[config.mk]
export PLATFORM = sky130hd
export DESIGN_NAME = dpr_cell
export DESIGN_NICKNAME = d
export VERILOG_FILES = /design/src/design/dpr_pkg.sv /design/src/design/dpr_cell.sv
export SDC_FILE = /design/constraint.sdc
export NUM_CORES = 1
export LEC_CHECK = 0
export ABC_CLOCK_PERIOD_IN_PS = 7490
export BUFFER_PORTS_ARGS = -buffer_cell sky130_fd_sc_hd__buf_4
export CAP_MARGIN = 20
export CORE_AREA = 2 2 110 112
export CTS_CLUSTER_DIAMETER = 80
export DETAILED_ROUTE_END_ITERATION = 12
export DIE_AREA = 0 0 112 114
export HOLD_SLACK_MARGIN = 0.05
export PLACE_DENSITY = 0.7
export REMOVE_ABC_BUFFERS = 1
export SETUP_SLACK_MARGIN = 0.02
export SYNTH_ARGS = -nofsm -noshare
export SYNTH_HDL_FRONTEND = slang
export SYNTH_SLANG_ARGS = --single-unit
[constraint.sdc]
create_clock -name clk -period 7.49 [get_ports clk]
set_input_delay 1.498 -clock clk [delete_from_list [all_inputs] [get_ports clk]]
set_output_delay 1.498 -clock clk [all_outputs]
set_load 0.01 [all_outputs]
[src/design/dpr_pkg.sv]
`timescale 1ns / 1ps

package dpr_pkg;

	localparam int DEPTH_DEF     = 64;
	localparam int ITEM_BITS_DEF = 32;

	// Width of positions and counts broadcast to the cells, wide enough for the largest depth.
	localparam int CTL_W = 13;

	localparam logic [3:0] OP_PUSH_FRONT = 4'd0;
	localparam logic [3:0] OP_PUSH_BACK  = 4'd1;
	localparam logic [3:0] OP_INSERT     = 4'd2;
	localparam logic [3:0] OP_POP_FRONT  = 4'd3;
	localparam logic [3:0] OP_POP_BACK   = 4'd4;
	localparam logic [3:0] OP_REMOVE     = 4'd5;
	localparam logic [3:0] OP_ROTATE     = 4'd6;
	localparam logic [3:0] OP_REV_FRONT  = 4'd7;
	localparam logic [3:0] OP_REV_BACK   = 4'd8;

	localparam logic [1:0] ST_OK    = 2'd0;
	localparam logic [1:0] ST_EMPTY = 2'd1;
	localparam logic [1:0] ST_FULL  = 2'd2;

	localparam logic [2:0] MODE_HOLD   = 3'd0;
	localparam logic [2:0] MODE_INSERT = 3'd1;
	localparam logic [2:0] MODE_REMOVE = 3'd2;
	localparam logic [2:0] MODE_ROTATE = 3'd3;
	localparam logic [2:0] MODE_SWAP   = 3'd4;

	typedef struct packed {
		logic [3:0]  op;
		logic [31:0] item;
		logic [5:0]  position;
		logic [6:0]  span;
	} cmd_t;

	typedef struct packed {
		logic [31:0] touched_item;
		logic [1:0]  status;
		logic [6:0]  length;
	} rsp_t;

	typedef struct packed {
		logic [2:0]       mode;
		logic [CTL_W-1:0] at;
		logic [CTL_W-1:0] tail;
		logic [CTL_W-1:0] lo;
		logic [CTL_W-1:0] hi;
		logic             odd;
		logic             pick;
		logic             load;
	} ctl_t;

endpackage

[src/design/dpr_cell.sv]
`timescale 1ns / 1ps

module dpr_cell import dpr_pkg::*; #(
	parameter int IDX       = 0,
	parameter int ITEM_BITS = ITEM_BITS_DEF
) (
	input  logic                 clk,
	input  ctl_t                 ctl,
	input  logic [ITEM_BITS-1:0] item,
	input  logic [ITEM_BITS-1:0] head_d,
	input  logic [ITEM_BITS-1:0] left_d,
	input  logic [ITEM_BITS-1:0] right_d,
	input  logic [ITEM_BITS-1:0] right_p,
	output logic [ITEM_BITS-1:0] data,
	output logic [ITEM_BITS-1:0] probe
);

	localparam logic [CTL_W-1:0] ME      = CTL_W'(IDX);
	localparam logic [CTL_W-1:0] ME_NEXT = CTL_W'(IDX + 1);
	localparam bit               IS_HEAD = (IDX == 0);

	logic [ITEM_BITS-1:0] data_q;
	logic [ITEM_BITS-1:0] probe_q;
	logic [ITEM_BITS-1:0] data_n;
	logic [ITEM_BITS-1:0] probe_n;
	logic                 pair_up;

	assign pair_up = ~(ME[0] ^ ctl.odd);

	always_comb begin
		data_n = data_q;
		case (ctl.mode)
			MODE_INSERT: begin
				if (ME > ctl.at) data_n = left_d;
				else if (ME == ctl.at) data_n = item;
			end
			MODE_REMOVE: begin
				if (ME >= ctl.at) data_n = right_d;
			end
			MODE_ROTATE: begin
				if (ME < ctl.tail) data_n = right_d;
				else if (ME == ctl.tail) data_n = head_d;
			end
			MODE_SWAP: begin
				if (ME >= ctl.lo && ME < ctl.hi) begin
					if (pair_up) begin
						if (ME_NEXT < ctl.hi) data_n = right_d;
					end else if (ME > ctl.lo) begin
						data_n = left_d;
					end
				end
			end
			default: data_n = data_q;
		endcase
	end

	always_comb begin
		if (ctl.load) probe_n = (ctl.pick && ME == ctl.at) ? data_q : '0;
		else probe_n = right_p | (IS_HEAD ? probe_q : '0);
	end

	always_ff @(posedge clk) begin
		data_q  <= data_n;
		probe_q <= probe_n;
	end

	assign data  = data_q;
	assign probe = probe_q;

endmodule

==> qor.csv <==
stage;metric;value;unit
outcome;outcome;completed;
setup_path;slowest cell on the critical path;sky130_fd_sc_hd__buf_4;
power;internal power of the cells;823;uW
route;overall via count from detail_route;3791;
setup_path;largest delay contributor family on the critical path;buffers and inverters;
layout;Area Overhead vs Synth;74.3;%
synth;post-synthesis sequential area ratio;47.6;%
grt;met3 usage;3.35;%
setup_path;path depth of the worst reg2reg path;1;
layout;number of diodes added for antenna fixing;0;
clock_network;clock tree buffer depth;2;
floorplan;effective utilization at floorplan;28.7;%
synth;top cells by area, synth;sky130_fd_sc_hd__edfxtp_1 (29%), sky130_fd_sc_hd__dfxtp_1 (19%), sky130_fd_sc_hd__a221o_1 (9.5%);
layout;area used by sequential logic in the layout;1600;um2
power;maximum vdd ir drop;0.119;mV
setup_path;combined buffer and inverter count along the critical path;3;
floorplan;FP Rows;40;
synth;area share of the leading cell type in the synthesized netlist;28.6;%
timing;slew at the pin closest to its max-slew limit;0.748;ns
power;proportion of total power due to net switching;23.5;%
timing;normalized max-slew margin;50.1;%
grt;global-route wire length before repair;19100;um
worst_hold_path;launch instance of the worst min-delay path;data[12];
setup_path;Critical Path RT;7.45;ns
power;sequential cell fraction of total power;39.2;%
synth;cells after synthesis;316;
floorplan;width of the chip;112;um
layout;final standard cell utilization of the core;50.0;%
layout;multi-input gate area in the final layout;1620;um2
setup_path;cell with the most instances on the worst path;sky130_fd_sc_hd__buf_4;
clock_network;PostCTS Resize Cnt;0;
grt;gr ovfl total;0;
route;routed wire length per instance;17.0;um
clock_network;post-CTS repair timing setup buffer count;0;
power;Power per Cell Area;184;nW/um2
floorplan;area of the core;11700;um2
power;share of total power in combinational logic;22.1;%
clock_network;clock-pin slew on the worst setup and hold paths;0.05;ns
grt;global-route usage over all layers;18.9;%
timing;Final Hold Vio Count;0;
timing;Final period util;47.0;%
setup_path;cells along the critical path;buf_4, nor3b_2, buf_4, nand3_1, o32a_1, nor3_2, buf_4;
route;routed wire length;12500;um
place;gp weighted congestion;0.790;
route;DRT Pass-1 Iters;5;
layout;commonest cells after routing, fill and taps aside;sky130_fd_sc_hd__buf_4 (287), sky130_fd_sc_hd__nor2_1 (68);
job;number of maximum-capacitance constraint violations;0;
place;number of buffer cells added on primary ports;281;
layout;net count reported at finish;803;
clock_network;clock tree from TritonCTS;yes;
timing;RSZ-0062 raised after global routing;false;
setup_path;CP max stage delay;0.57;ns
grt;via count of the first global-routing pass;3854;
clock_network;total clock buffers created by CTS;9;
route;DRC violation total after the first TritonRoute iteration;195;
power;total power consumption of the routed design;1080;uW
worst_hold_path;number of instances on the worst hold path;1;
synth;post-synthesis register bit count;64;
timing;clock period minus final worst setup slack;3.52;ns
layout;number of inserted filler cells in the final layout;1121;
place;cell area reported after detailed placement;5560;um2
timing;final setup violating endpoints;0;
setup_path;Reg2Reg Launch Point;data[0];
grt;most used routing layer in global routing;met2;
synth;share of synthesized flip-flops with an asynchronous set or reset;0;%
timing;tightest hold margin;0.475;ns
floorplan;Die Span Y;114;um
clock_network;hold buffer count at cts;0;
setup_path;critical path data arrival time;3.48;ns
setup_path;crit path launch type;primary input;
timing;largest clock skew in the final design;0.00402;ns
synth;area leader, netlist;sky130_fd_sc_hd__edfxtp_1;
setup_path;worst setup path class;in -> reg;
synth;count of different cell masters after synthesis;25;
place;detailed placement HPWL;9490;um
setup_path;critical path depth in cells;7;
setup_path;maximum fanout along the worst path;65;
power;clock power share;38.7;%
power;Lkg Pwr;0.00266;uW
setup_path;category of the worst setup path capture point;flop;
layout;layout cells sized above 1;52.0;%
grt;GR met2 Demand/Resource;36.6;%
clock_network;clk_lat worst skew;0.32;ns
route;number of remaining DRC errors;0;
grt;largest net degree at the start of global routing;66;
timing;final max-slew violation count;0;
worst_hold_path;class of the most critical hold timing path;reg -> reg;
setup_path;worst setup path startpoint;ctl[55];
synth;Netlist Area Pre-Place;3360;um2
synth;Synth Flop Type;sky130_fd_sc_hd__edfxtp_1;
layout;leading cell type in the layout, fill and taps excluded;sky130_fd_sc_hd__buf_4;
grt;antenna violations before repair;0;
synth;Synth warnings;0;
floorplan;I/O pin count;283;
route;count of nets left with antenna violations after detail routing;0;
timing;peak clock frequency supported by timing;284;MHz
power;power dissipated by switching net loads;253;uW
grt;met1 usage;21.0;%
clock_network;H-tree levels;3;
synth;Synth Area per Inst;10.6;um2
clock_network;clock tree sinks;64;
route;drt via density;5.15;
floorplan;total die area;12800;um2
layout;area of all placed cells without fillers;5860;um2
clock_network;root buffer cell;sky130_fd_sc_hd__clkbuf_16;
synth;number of enable flip-flop cells after synthesis;32;
-- sequential cells by signal, summed over array words and instances, names as in the netlist --
| name | cells |
|---|---|
| probe | 32 |
| data | 32 |
-- path summary, 6_finish.rpt --
path | to | slack [ns]
setup / recovery | data[12] | 3.97
hold reg to reg | probe[12] | 0.48
setup reg to reg | probe[0] | 6.78
hold / removal | probe[12] | 0.48
-- power by group through the flow --
stage	Clock [uW]	Combinational (uW)	Sequential, uW
floorplan	0	62.0	442
global placement	0	235	429
detailed placement	0	239	430
CTS	428	240	423
global route	443	256	426
finish	416	238	422
-- layout make-up --
| class | instances | share of cell area, % |
|---|---|---|
| Sequential cell | 64 | 27.3 |
| Multi-Input combinational cell | 222 | 27.6 |
| Tap cell | 147 | 3.14 |
| Timing Repair Buffer | 287 | 36.8 |
| Clock inverter | 3 | 0.683 |
| Clock buffer | 13 | 4.44 |
-- metrics by stage --
step	setup TNS (ns)	cells	worst slack, ns
2_1_floorplan	-26.97	286	-0.843
3_3_place_gp	0	720	3.67
3_5_place_dp	0	720	3.62
4_1_cts	0	736	3.96
5_1_grt	0	736	3.81
6_report	0	736	3.97
-- metal layers --
metal	share of wire, %	up-vias	wire, um
met1	38	1815	4790
met3	6.2	6	778
met4	0.64	0	80
met5	0	-	0
li1	-	1797	-
met2	55	173	6880
-- synthesized netlist by cell type (2+ instances only) --
| master | number |
|---|---|
| sky130_fd_sc_hd__nor2_1 | 68 |
| sky130_fd_sc_hd__a211oi_1 | 32 |
| sky130_fd_sc_hd__a221o_1 | 32 |
| sky130_fd_sc_hd__dfxtp_1 | 32 |
| sky130_fd_sc_hd__edfxtp_1 | 32 |
| sky130_fd_sc_hd__mux2i_1 | 32 |
| sky130_fd_sc_hd__o2bb2ai_1 | 32 |
| sky130_fd_sc_hd__buf_2 | 14 |
| sky130_fd_sc_hd__clkbuf_1 | 11 |
| sky130_fd_sc_hd__nor4_1 | 10 |
| sky130_fd_sc_hd__buf_6 | 3 |
| sky130_fd_sc_hd__and3_1 | 2 |
| sky130_fd_sc_hd__buf_4 | 2 |
| sky130_fd_sc_hd__nor3_1 | 2 |
| sky130_fd_sc_hd__nor4b_1 | 2 |
-- cell families after synthesis --
family                 Yosys count  share of synthesized area [%]
AND/OR/NAND/NOR                 93                           12.8
multiplexers                    32                           9.53
flip-flops                      64                           47.6
buffers and inverters           30                           4.76
AO/OA/AOI/OAI                   97                           25.3
Power figures use the tool's default switching activity.
